<file path="src/design/mce_pkg.sv">
// Shared types and constants for the coprocessor-0 exception unit.
// No dependencies; imported by every module of the block but mce_checker.
package mce_pkg;

    typedef enum logic [1:0] {
        MODE_READ   = 2'd0,
        MODE_WRITE  = 2'd1,
        MODE_EXC    = 2'd2,
        MODE_RETIRE = 2'd3
    } t_mode;

    // Register numbers
    localparam logic [4:0] REG_INDEX    = 5'd0;
    localparam logic [4:0] REG_ENTRYLO0 = 5'd2;
    localparam logic [4:0] REG_ENTRYLO1 = 5'd3;
    localparam logic [4:0] REG_PAGEMASK = 5'd5;
    localparam logic [4:0] REG_WIRED    = 5'd6;
    localparam logic [4:0] REG_COUNT    = 5'd9;
    localparam logic [4:0] REG_ENTRYHI  = 5'd10;
    localparam logic [4:0] REG_COMPARE  = 5'd11;
    localparam logic [4:0] REG_STATUS   = 5'd12;
    localparam logic [4:0] REG_CAUSE    = 5'd13;
    localparam logic [4:0] REG_EPC      = 5'd14;
    localparam logic [4:0] REG_PRID     = 5'd15;
    localparam logic [4:0] REG_CONFIG   = 5'd16;

    localparam logic [31:0] PROC_ID      = 32'h0000_2e20;
    localparam logic [31:0] CONFIG_RESET = 32'h0000_0440;
    localparam logic [31:0] STATUS_RESET = 32'h0040_0004;

    // Status bit positions
    localparam int ST_IE  = 0;
    localparam int ST_EXL = 1;
    localparam int ST_ERL = 2;
    localparam int ST_EIE = 16;
    localparam int ST_BEV = 22;

    // Cause bit positions
    localparam int CA_IRQ0 = 10;
    localparam int CA_IRQ1 = 11;
    localparam int CA_BD   = 31;
    localparam logic [31:0] CODE_MASK = 32'h0000_007c;

    localparam logic [31:0] VEC_BASE_BEV  = 32'hbfc0_0200;
    localparam logic [31:0] VEC_BASE_NORM = 32'h8000_0000;
    localparam logic [31:0] VEC_OFS_INT   = 32'h0000_0200;
    localparam logic [31:0] VEC_OFS_EXC   = 32'h0000_0180;

    typedef struct packed {
        logic [1:0]  mode;
        logic [4:0]  reg_index;
        logic [31:0] write_data;
        logic [4:0]  exc_code;
        logic [31:0] pc_value;
        logic        in_delay_slot;
        logic [11:0] retired_count;
        logic        irq_line0;
        logic        irq_line1;
    } t_item;

    typedef struct packed {
        logic [31:0] read_data;
        logic        redirect;
        logic [31:0] next_pc;
    } t_result;

endpackage

</file>
<file path="src/design/mce_regfile.sv">
// Coprocessor-0 register file with exception entry and block retirement.
// Depends on mce_pkg; one item is processed per i_fire.
module mce_regfile (
    input  logic             i_clk,
    input  logic             i_rst_n,
    input  logic             i_fire,
    input  mce_pkg::t_item   i_item,
    output mce_pkg::t_result o_result
);
    import mce_pkg::*;

    logic [31:0] r_index, r_lo0, r_lo1, r_pmask, r_wired, r_count;
    logic [31:0] r_ehi, r_compare, r_status, r_cause, r_epc, r_config;
    logic [31:0] n_index, n_lo0, n_lo1, n_pmask, n_wired, n_count;
    logic [31:0] n_ehi, n_compare, n_status, n_cause, n_epc, n_config;

    logic [31:0] rd_mux;
    logic [31:0] cause_irq;
    logic        take_exc;
    logic [4:0]  exc_code;
    logic        exc_delay;
    logic [31:0] cause_base;
    logic        int_enabled;
    logic        int_pending;

    always_comb begin
        case (i_item.reg_index)
            REG_INDEX:    rd_mux = r_index;
            REG_ENTRYLO0: rd_mux = r_lo0;
            REG_ENTRYLO1: rd_mux = r_lo1;
            REG_PAGEMASK: rd_mux = r_pmask;
            REG_WIRED:    rd_mux = r_wired;
            REG_COUNT:    rd_mux = r_count;
            REG_ENTRYHI:  rd_mux = r_ehi;
            REG_COMPARE:  rd_mux = r_compare;
            REG_STATUS:   rd_mux = r_status;
            REG_CAUSE:    rd_mux = r_cause;
            REG_EPC:      rd_mux = r_epc;
            REG_PRID:     rd_mux = PROC_ID;
            REG_CONFIG:   rd_mux = r_config;
            default:      rd_mux = '0;
        endcase
    end

    // Cause with the external interrupt levels loaded
    always_comb begin
        cause_irq          = r_cause;
        cause_irq[CA_IRQ0] = i_item.irq_line0;
        cause_irq[CA_IRQ1] = i_item.irq_line1;
    end

    assign int_enabled = r_status[ST_IE] && r_status[ST_EIE]
                      && !r_status[ST_EXL] && !r_status[ST_ERL];
    assign int_pending = (r_status[CA_IRQ0] && cause_irq[CA_IRQ0])
                      || (r_status[CA_IRQ1] && cause_irq[CA_IRQ1]);

    always_comb begin
        n_index   = r_index;
        n_lo0     = r_lo0;
        n_lo1     = r_lo1;
        n_pmask   = r_pmask;
        n_wired   = r_wired;
        n_count   = r_count;
        n_ehi     = r_ehi;
        n_compare = r_compare;
        n_status  = r_status;
        n_cause   = r_cause;
        n_epc     = r_epc;
        n_config  = r_config;

        take_exc   = 1'b0;
        exc_code   = i_item.exc_code;
        exc_delay  = i_item.in_delay_slot;
        cause_base = r_cause;

        o_result.read_data = '0;
        o_result.redirect  = 1'b0;
        o_result.next_pc   = i_item.pc_value;

        case (t_mode'(i_item.mode))
            MODE_READ: begin
                o_result.read_data = rd_mux;
            end
            MODE_WRITE: begin
                case (i_item.reg_index)
                    REG_INDEX:    n_index   = i_item.write_data;
                    REG_ENTRYLO0: n_lo0     = i_item.write_data;
                    REG_ENTRYLO1: n_lo1     = i_item.write_data;
                    REG_PAGEMASK: n_pmask   = i_item.write_data;
                    REG_WIRED:    n_wired   = i_item.write_data;
                    REG_COUNT:    n_count   = i_item.write_data;
                    REG_ENTRYHI:  n_ehi     = i_item.write_data;
                    REG_COMPARE:  n_compare = i_item.write_data;
                    REG_STATUS:   n_status  = i_item.write_data;
                    REG_CONFIG:   n_config  = i_item.write_data;
                    default:      ;
                endcase
            end
            MODE_EXC: begin
                take_exc = 1'b1;
            end
            MODE_RETIRE: begin
                cause_base = cause_irq;
                n_cause    = cause_irq;
                take_exc   = int_enabled && int_pending;
                exc_code   = '0;
                exc_delay  = 1'b0;
                n_count    = r_count + {20'd0, i_item.retired_count};
            end
            default: ;
        endcase

        if (take_exc) begin
            n_cause = (cause_base & ~CODE_MASK) | {25'd0, exc_code, 2'b00};
            if (!r_status[ST_EXL]) begin
                n_epc          = exc_delay ? (i_item.pc_value - 32'd4) : i_item.pc_value;
                n_cause[CA_BD] = exc_delay;
            end
            n_status[ST_EXL]  = 1'b1;
            o_result.redirect = 1'b1;
            o_result.next_pc  = (r_status[ST_BEV] ? VEC_BASE_BEV : VEC_BASE_NORM)
                              + ((exc_code == 5'd0) ? VEC_OFS_INT : VEC_OFS_EXC);
        end
    end

    always_ff @(posedge i_clk) begin
        if (!i_rst_n) begin
            r_index   <= '0;
            r_lo0     <= '0;
            r_lo1     <= '0;
            r_pmask   <= '0;
            r_wired   <= '0;
            r_count   <= '0;
            r_ehi     <= '0;
            r_compare <= '0;
            r_status  <= STATUS_RESET;
            r_cause   <= '0;
            r_epc     <= '0;
            r_config  <= CONFIG_RESET;
        end else if (i_fire) begin
            r_index   <= n_index;
            r_lo0     <= n_lo0;
            r_lo1     <= n_lo1;
            r_pmask   <= n_pmask;
            r_wired   <= n_wired;
            r_count   <= n_count;
            r_ehi     <= n_ehi;
            r_compare <= n_compare;
            r_status  <= n_status;
            r_cause   <= n_cause;
            r_epc     <= n_epc;
            r_config  <= n_config;
        end
    end

endmodule

</file>
<file path="src/design/mips_cop0_exception_unit.sv">
// Top level of the coprocessor-0 exception unit: input register, register
// file stage, result register. Depends on mce_pkg and mce_regfile.
//
// One operation per transfer: register read, register write, exception
// entry, or block retirement with interrupt check and count update. The unit
// takes one transfer every clock cycle while the output is not stalled; an
// item passes the input register, then the result register, before its
// result is presented on the output, and operations act on the register
// state strictly in arrival order. The register update between the input
// and result registers sets this rate. Both channels use valid/ready; a
// result left waiting on the output does not stop the next input from being
// registered, and the pipeline stalls only once both the input register and
// the result register hold items. After reset, status reads 0x00400004 (BEV
// and ERL set), config 0x00000440, PRID 0x00002e20; all else is zero.
module mips_cop0_exception_unit (
    input  logic        i_clk,
    input  logic        i_rst_n,
    input  logic        i_in_valid,
    output logic        o_in_ready,
    input  logic [1:0]  i_mode,
    input  logic [4:0]  i_reg_index,
    input  logic [31:0] i_write_data,
    input  logic [4:0]  i_exc_code,
    input  logic [31:0] i_pc_value,
    input  logic        i_in_delay_slot,
    input  logic [11:0] i_retired_count,
    input  logic        i_irq_line0,
    input  logic        i_irq_line1,
    output logic        o_out_valid,
    input  logic        i_out_ready,
    output logic [31:0] o_read_data,
    output logic        o_redirect,
    output logic [31:0] o_next_pc
);
    import mce_pkg::*;

    logic    r_in_valid;
    t_item   r_item;
    logic    r_out_valid;
    t_result r_result;
    t_result proc_result;
    logic    proc_fire;
    logic    in_xfer;

    // Advance the held item when the result register is empty or draining
    assign proc_fire  = r_in_valid && (!r_out_valid || i_out_ready);
    assign o_in_ready = !r_in_valid || proc_fire;
    assign in_xfer    = i_in_valid && o_in_ready;

    always_ff @(posedge i_clk) begin
        if (!i_rst_n) begin
            r_in_valid <= 1'b0;
        end else if (o_in_ready) begin
            r_in_valid <= i_in_valid;
        end
    end

    // Payload: capture on every input transfer, no reset
    always_ff @(posedge i_clk) begin
        if (in_xfer) begin
            r_item.mode          <= i_mode;
            r_item.reg_index     <= i_reg_index;
            r_item.write_data    <= i_write_data;
            r_item.exc_code      <= i_exc_code;
            r_item.pc_value      <= i_pc_value;
            r_item.in_delay_slot <= i_in_delay_slot;
            r_item.retired_count <= i_retired_count;
            r_item.irq_line0     <= i_irq_line0;
            r_item.irq_line1     <= i_irq_line1;
        end
    end

    mce_regfile u_regfile (
        .i_clk    (i_clk),
        .i_rst_n  (i_rst_n),
        .i_fire   (proc_fire),
        .i_item   (r_item),
        .o_result (proc_result)
    );

    // Result register: load on advance, drop valid once transferred
    always_ff @(posedge i_clk) begin
        if (!i_rst_n) begin
            r_out_valid <= 1'b0;
        end else if (proc_fire) begin
            r_out_valid <= 1'b1;
        end else if (i_out_ready) begin
            r_out_valid <= 1'b0;
        end
    end

    always_ff @(posedge i_clk) begin
        if (proc_fire) begin
            r_result <= proc_result;
        end
    end

    assign o_out_valid = r_out_valid;
    assign o_read_data = r_result.read_data;
    assign o_redirect  = r_result.redirect;
    assign o_next_pc   = r_result.next_pc;

endmodule

</file>
<file path="config.mk">
export PLATFORM = sky130hd
export DESIGN_NAME = mips_cop0_exception_unit
export DESIGN_NICKNAME = d
export VERILOG_FILES = /design/src/design/mce_pkg.sv /design/src/design/mce_regfile.sv /design/src/design/mips_cop0_exception_unit.sv
export SDC_FILE = /design/constraint.sdc
export NUM_CORES = 1
export LEC_CHECK = 0
export BUFFER_PORTS_ARGS = -buffer_cell sky130_fd_sc_hd__buf_2
export CAP_MARGIN = 40
export CORE_ASPECT_RATIO = 1.2
export CORE_MARGIN = 2
export CORE_UTILIZATION = 42
export CTS_CLUSTER_DIAMETER = 80
export DETAILED_ROUTE_END_ITERATION = 12
export PLACE_DENSITY = 0.61
export SLEW_MARGIN = 20
export SYNTH_ARGS = -nofsm -noshare
export SYNTH_HDL_FRONTEND = slang
export SYNTH_HIERARCHICAL = 1
export SYNTH_SLANG_ARGS = --single-unit
export TNS_END_PERCENT = 100
</file>
<file path="constraint.sdc">
create_clock -name i_clk -period 7.9 [get_ports i_clk]
set_clock_uncertainty 0.05 [all_clocks]
set_input_delay 1.185 -clock i_clk [delete_from_list [all_inputs] [get_ports i_clk]]
set_output_delay 1.185 -clock i_clk [all_outputs]
set_load 0.05 [all_outputs]
</file>
Word level (Yosys, flattened, before mapping). Cells that the tools add are included.

Bits in registers: 542. Bits of input ports: 95. Output and inout bits: 67. Logic and storage cells: 102.

$add $sub $neg: 3. Equal/unequal tests: 16. Multiplexer cells: 18. Bitwise operators: 2. Reductions and logical operators: 35.

Operators with widths (count): case mux 32 bit (13 select lines) (1); two-way mux 32 bit (3); case mux 32 bit (2 select lines) (1); AND reduction 3 bit (12); equality test 5 x 4 -> 1 bit, second input constant (7); two-way mux 33 bit (1); adder 32 x 12 -> 32 bit (1); adder 32 bit (1); OR 32 x 7 -> 32 bit (1); subtractor 32 x 3 -> 32 bit, second input constant (1); two-way mux 30 bit (1); two-way mux 12 bit (1); equality test 5 x 2 -> 1 bit, second input constant (2); equality test 5 x 3 -> 1 bit, second input constant (2); zero test 5 bit (2); two-way mux 10 bit (1); logical AND 1 bit (8); nonzero test 2 bit (4); equality test 5 bit, second input constant (1); two-way mux 1 bit (5); two-way mux 5 bit (1); equality test 2 bit, second input constant (2); zero test 1 bit (4); two-way mux 2 bit (2); other kinds (7) (9).

Depth between registers and ports, before layout. Gate-level depths: netlist of run 1.

Word-level depth: 7. Depth in mapped cells: 9. Gate-level depth less buffers: 8.

By module. Netlist of run 1, hierarchy kept.

By module, submodules not included: mce_regfile (times used 1, cells each 2241, area an instance 16966.3 um^2, sequential area each 7206.9 um^2); mips_cop0_exception_unit (times used 1, cells each 165, area an instance 4788.3 um^2, sequential area each 4724.5 um^2).

Least setup slack after synthesis of run 1. Ideal clock, no wire load.

Kind: input port to flip-flop. From: input i_out_ready. To: register u_regfile.r_count[18]. Setup time: 0.132 ns. Data arrival time: 6.087 ns. Required time: 7.718 ns. Slack: 1.631 ns. Stages: 9. Buffers on the path: 1. Cell sequence: nor2b_4 > nor2b_1 > nand2_1 > nor2_1 > buf_2 > nand2_1 > mux2_2 > o31ai_1 > a21oi_1.

Longest elaborated chain between the ends: 3.

RTL lines: start, declared (line mips_cop0_exception_unit.sv:30) `input logic i_out_ready,`; logical OR 1 bit (line mips_cop0_exception_unit.sv:46) `assign proc_fire = r_in_valid && (!r_out_valid || i_out_ready);`; logical AND 1 bit (line mips_cop0_exception_unit.sv:46); net proc_fire (line mips_cop0_exception_unit.sv:42) `logic proc_fire;`; AND reduction 3 bit (no source line); end signal, assigned (line mce_regfile.sv:146) `r_count <= n_count;`; end, declared (line mce_regfile.sv:12) `logic [31:0] r_index, r_lo0, r_lo1, r_pmask, r_wired, r_count;`.

The timed path passes the listed nets, and every way through them passes these cells. A chain may end at the register's enable or synchronous reset.

Worst setup path in the final report of run 1.
From: register r_item[86] (netlist name). To: register u_regfile.r_index[15].

Longest elaborated chain between the ends: 2.

RTL lines: start, declared (line mips_cop0_exception_unit.sv:38) `t_item r_item;`; zero test 5 bit (line mce_regfile.sv:85) `case (i_item.reg_index)`; AND reduction 3 bit (no source line); end signal, assigned (line mce_regfile.sv:141) `r_index <= n_index;`; end, declared (line mce_regfile.sv:12).

No other way between the ends.

==> results.toml, run 1 <==
[floorplanning]
design.core.area_sq_mm = 0.05135
io_pins = 162
die_height_um = 253.3
dieArea_sq_mm = 0.05364
die_w_um = 211.8
rows = 91
start_util_pct = 42.36

[timing]
finalSetupTns_ps = 0
min_period_ps = 3771
slew_headroom_pct = 41.90
final-hold-violation-count = 0
setup_ws_ps = 4130
worst_slew_pin_slew_ps = 871.5
rsz0062_at_grt = "no"
slew_viol_final = 0
fin_crit_sh_pct = 47.73
fmax_ghz = 0.2652
setup_viol_count_final = 0

[synth]
synth_compound_area_share_pct = 19.38
synth_commonest_cells = "nand2_1, a21oi_1, dfxtp_1"
syn_inst = 2406
synth_edf_count = 156
synth-simple-area-share_pct = 19.08
synth_xor_xnor_area_share_pct = 1.288
synth_top_flop_cell = "dfxtp_1"
synthAdderAreaFrac_pct = 0.8972
synth_top_family_by_area = "compound AO/OA/AOI/OAI gates"
yosysMostFrequentCell = "nand2_1"
synth_mux_area_share_pct = 0.3738
yosysWarnings = 6
avgSynthCellArea_sq_um = 9.042
yosys.area.top_type = "dfxtp_1"
synth-async-reset-ratio_pct = 0
synth.area.top_cells = "dfxtp_1, edfxtp_1, nand2_1"
ys_seq_elements = 518
synth_top_area_share_pct = 33.31
yosysUniqueCellTypes = 82
seq_area_frac_synth_pct = 54.85
syn-num-nets = 2516
syn_area_sq_mm = 0.02175

[setup_path]
cp.required_ps = 8290
startpoint_type = "flop"
regToRegSetupSlack_ps = 4130
crit_type = "flop to flop"
crit_fanout = 25
cp.arrival_ps = 4160
worstSetupEndpointType = "flop"

[detailed_routing]
drtPass1Iterations = 6
routed_wl_mm = 77.17
drc = 0
vias = 19045
ant_nets = 0
wl_per_cell_um = 24.08
drt_iter0_markers = 2146
vias_per_cell = 5.942

[cells_and_area]
nets = 2575
syn_to_final_growth_pct = 15.34
fillers = 4820
drive_gt1_share_pct = 14.00

[global_routing]
track_usage_pct = 28.58
antenna_found_initial = 1
grt-ovfl-total = 0
grt_pass1_wl_mm = 115.0
grt_pass1_vias = 18479
grt_max_degree = 135

[clocking]
cts_setup_buffers = 0
tritoncts = "built"
clock_path_buffers = 3
htreeDepth = 2
numCtsBuffers = 53
clock_latency_ps = 600
clkTransAtPathRegs_ps = 60
cts_resized = 0
ctsHoldBuffers = 0
cts_sinks = 518
cts_root_buf = "clkbuf_16"

[worst_hold_path]
worst_hold_path_type = "flop to flop"

[flow_run]
cap_violations = 0

[placement]
dpl.hpwl_mm = 48.69
gp_congestion = 0.9053
pre_cts_slack_ps = 3644
port_buffers = 161

[power_and_ir_drop]
ir_drop_mv = 0.1613
p_leak_nw = 8.264
powerDensity_mw_per_mm2 = 226.5

[run_status]
outcome = "complete, no violations"
==> stage by stage <==
stage	utilization, %	cell area [sq um]	hold slack, ps	power [mW]	cells
after floorplan	-	21750	381.6	3.106	2406
after global placement	44.62	22910	388.7	3.227	3082
after detailed placement	45.46	23350	393.2	3.239	3104
after CTS	48.80	25060	403.4	5.721	3201
after global routing	48.86	25090	423.3	5.853	3205
final	48.86	25090	403.5	5.683	3205
==> layer usage <==
metal  track usage [%]  routed length [um]
met1             34.77               29550
met2             46.26               35690
met3             5.457                6547
met4             18.69                5380
met5                 0                   0
==> state kept, by name, indices dropped and copies added (netlist names) <==
signal	count
o_next_pc	32
u_regfile/r_lo1	32
u_regfile/r_status	32
u_regfile/r_index	32
o_redirect	1
o_read_data	32
u_regfile/r_ehi	32
u_regfile/r_pmask	32
u_regfile/r_count	32
o_out_valid	1
u_regfile/r_cause	8
r_in_valid	1
u_regfile/r_config	32
u_regfile/r_lo0	32
r_item	91
u_regfile/r_epc	32
u_regfile/r_wired	32
u_regfile/r_compare	32
==> placed cells by master, fill, tap and decap left out, types with 6 or more instances in the layout <==
| cell | instances |
|---|---|
| o211ai_1 | 9 |
| buf_12 | 12 |
| dfxtp_1 | 362 |
| or3_1 | 6 |
| a311oi_1 | 6 |
| xnor2_1 | 21 |
| a211oi_1 | 19 |
| a22oi_1 | 99 |
| and2_1 | 24 |
| a31oi_1 | 13 |
| nor2b_1 | 8 |
| nand2_1 | 663 |
| inv_1 | 9 |
| edfxtp_1 | 156 |
| and3_1 | 33 |
| a22o_1 | 22 |
| and4_1 | 7 |
| a222oi_1 | 27 |
| buf_4 | 31 |
| clkbuf_8 | 11 |
| clkbuf_1 | 9 |
| clkbuf_16 | 54 |
| nor2_1 | 64 |
| buf_16 | 6 |
| clkinv_2 | 11 |
| nor3_1 | 12 |
| buf_2 | 161 |
| mux2i_1 | 7 |
| a221oi_1 | 19 |
| a21o_1 | 6 |
| nand4_1 | 18 |
| nand3_1 | 27 |
| o21ai_0 | 50 |
| xor2_1 | 11 |
| ha_1 | 14 |
| a21oi_1 | 367 |
| nand2_2 | 8 |
==> cell families after synthesis <==
logic type | after synthesis
AO/OA/AOI/OAI | 680
adder cells (fa/ha/maj) | 15
XOR/XNOR | 32
AND/OR/NAND/NOR | 933
buffers and inverters | 220
flip-flops | 518
multiplexers | 8
==> cell type report <==
class	count	area (sq um)	share of cell area (%)
repair buffers	214	1479	5.894
inverters	10	45.04	0.1795
diodes	1	2.502	0.009973
flip-flops and latches	518	11930	47.55
multi-input cells	1668	9046	36.05
clock inverters	23	178.9	0.7131
well taps	697	872.1	3.476
clock buffers	74	1536	6.123
==> report_power, final <==
group | leakage [nW] | switching, mW | internal (mW)
combinational | 3.00 | 0.219 | 0.0856
clock | 0.841 | 1.08 | 1.42
sequential | 4.42 | 0.0814 | 2.80
==> worst max-delay path, cell delays in order (launching register included) <==
cell	delay [ps]
edfxtp_1	660
or3_1	640
nor3_4	730
buf_4	540
nand2_2	490
buf_16	340
nand2_1	90
a21oi_1	70
==> worst paths after layout <==
kind | start | to | cells past startpoint
hold reg to reg | u_regfile/r_wired[25] | u_regfile/r_wired[25] | 2
setup / recovery | r_item[86] | u_regfile/r_index[15] | 7
hold / removal | u_regfile/r_wired[25] | u_regfile/r_wired[25] | 2
setup reg to reg | r_item[86] | u_regfile/r_index[15] | 7
No activity file was read; power rests on OpenSTA's default activity.
==> run 2, diff against run 1 <==
Settings changed: ABC_AREA set to 1.
Clock period 7.9 ns to 3.9 ns, I/O delays scaled along.
==> results.toml, run 2 <==
[clocking]
tritoncts = "built"
clock_path_buffers = 3
cts_resized = 0
htreeDepth = 2
ctsHoldBuffers = 0
cts_sinks = 518
cts_root_buf = "clkbuf_16"
cts_setup_buffers = 0
clkTransAtPathRegs_ps = 60
clock_latency_ps = 630
numCtsBuffers = 54

[power_and_ir_drop]
powerDensity_mw_per_mm2 = 463.0
p_leak_nw = 10.06
totalPowerFinal_mw = 11.91
ir_drop_mv = 0.3831

[global_routing]
grt_pass1_wl_mm = 114.7
track_usage_pct = 26.97
grt-ovfl-total = 0
grt_pass1_vias = 18955
antenna_found_initial = 0
grt_max_degree = 206

[cells_and_area]
final_cell_mix = "nand2_1, dfxtp_1, o21ai_0"
nets = 2967
n_antenna_cell = 0
final_common_cell = "nand2_1"
top_register = "r_item"
syn_to_final_growth_pct = 15.10
drive_gt1_share_pct = 11.64
finalNonFillerCells = 3608
final_core_utilization_pct = 48.89
largest_reg_flops = 91

[worst_hold_path]
hold_path_depth = 1
worst_hold_path_type = "input port to flop"
whs_endpoint = "r_item[53]"
worstHoldStart = "i_write_data[1]"

[timing]
slew_headroom_pct = 38.17
fin_crit_sh_pct = 71.78
fmax_ghz = 0.3572
finalSetupTns_ps = 0
final-hold-violation-count = 0
setup_viol_count_final = 0
worst_slew_pin_slew_ps = 927.4
min_period_ps = 2799
slew_viol_final = 0
rsz0062_at_grt = "no"
holdWs_ps = 71.22

[setup_path]
crit_type = "flop to flop"
r2r-start = "r_item[84]"
reg2reg_depth = 8
cp.required_ps = 4400
regToRegSetupSlack_ps = 1100
worstSetupEndpointType = "flop"
crit_fanout = 40
startpoint_type = "flop"
cp.arrival_ps = 3300
r2r-end = "u_regfile/r_status[15]"

[synth]
yosysMostFrequentCell = "nand2_1"
synth_xor_xnor_area_share_pct = 0.9798
synth_top_family_by_area = "compound AO/OA/AOI/OAI gates"
synth_top_area_share_pct = 32.43
synth_mux_area_share_pct = 0
synth_commonest_cells = "nand2_1, dfxtp_1, a21oi_1, o21ai_0, nor2_1"
avgSynthCellArea_sq_um = 8.085
yosys.area.top_type = "dfxtp_1"
yosysUniqueCellTypes = 47
synth_compound_area_share_pct = 19.70
syn-num-nets = 2874
synthAdderAreaFrac_pct = 0.8735
synth.area.top_cells = "dfxtp_1, edfxtp_1, nand2_1"
synth_top_flop_cell = "dfxtp_1"
ys_seq_elements = 518
seq_area_frac_synth_pct = 53.39
syn_inst = 2764
syn_area_sq_mm = 0.02235
synth-simple-area-share_pct = 17.90
yosysWarnings = 6
synth_edf_count = 156
synth-async-reset-ratio_pct = 0

[detailed_routing]
drt_iter0_markers = 2117
vias_per_cell = 5.523
ant_nets = 0
drtPass1Iterations = 7
drc = 0
vias = 19928
routed_wl_mm = 75.83
wl_per_cell_um = 21.02

[floorplanning]
start_util_pct = 42.48
io_pins = 162
rows = 92
dieArea_sq_mm = 0.05507
die_height_um = 256.7
design.core.area_sq_mm = 0.05261
die_w_um = 214.6

[run_status]
outcome = "complete, no violations"

[placement]
dpl.hpwl_mm = 52.79
placed_cells = 3506
port_buffers = 161
gp_congestion = 0.9353

[flow_run]
cap_violations = 0
-- run 2: cell types whose count changed after synthesis, sizes merged, moves of 32 or more --
cell and change:
clkbuf -78, buf +32, inv +204, o21ai +333, nand2 -142, nand3 +54
nor2 +243, a22oi -90, and3 -32
-- run 2: worst max-delay path by stage --
stage               cells past startpoint         from                     end
floorplan                               4  i_out_ready               r_item[0]
global placement                        9  i_out_ready   u_regfile/r_pmask[16]
detailed placement                     10  i_out_ready  u_regfile/r_status[21]
CTS                                     8   r_item[84]     u_regfile/r_lo0[22]
global route                            8   r_item[84]  u_regfile/r_status[26]
finish                                  8   r_item[84]  u_regfile/r_status[15]
-- run 2: cells by family (layout without fill, tap and decap cells) --
logic type / Yosys count / in the layout
simple gates: 984 / 984
xor+xnor: 25 / 25
fa+ha+maj: 15 / 15
compound gates: 827 / 827
buf+inv: 395 / 534
flops: 518 / 518
-- run 2: power by group --
| part | total (mW) | switching [mW] | internal [mW] | leakage [nW] |
|---|---|---|---|---|
| Combinational | 0.722 | 0.546 | 0.177 | 4.72 |
| Clock | 5.39 | 2.25 | 3.14 | 0.904 |
| Sequential | 5.80 | 0.119 | 5.68 | 4.43 |
| Total | 11.9 | 2.91 | 8.99 | 10.1 |
-- run 2: per-stage QoR --
step,setup WS [ps],area [sq um]
6_report,1101,25720
5_1_grt,939.2,25720
4_1_cts,1127,25720
3_5_place_dp,1077,23850
3_3_place_gp,1031,23780
2_1_floorplan,637.1,22360
-- run 2: layout make-up --
class	instances	area [sq um]
Clock buffer	68	1499
Clock inverter	34	374.1
Fill cell	5111	26880
Inverter	231	870.8
Multi-Input combinational cell	1851	8894
Sequential cell	518	11930
Tap cell	705	882.1
Timing Repair Buffer	201	1270
-- run 2: per-layer routing --
| metal | vias up | global-route usage, % | wire (um) |
|---|---|---|---|
| li1 | 9469 | - | - |
| met1 | 9518 | 35.39 | 32080 |
| met2 | 797 | 45.41 | 36110 |
| met3 | 144 | 4.093 | 5262 |
| met4 | 0 | 9.221 | 2383 |
| met5 | - | 0 | 0 |
-- run 2: worst max-delay path, stage by stage, from the launching register on --
cell and delay [ps]:
edfxtp_1 490, nor2_1 200, nand2_1 90, nor2_2 450
inv_1 270, nor2_2 370, buf_4 460, o21ai_0 130
a21oi_1 180
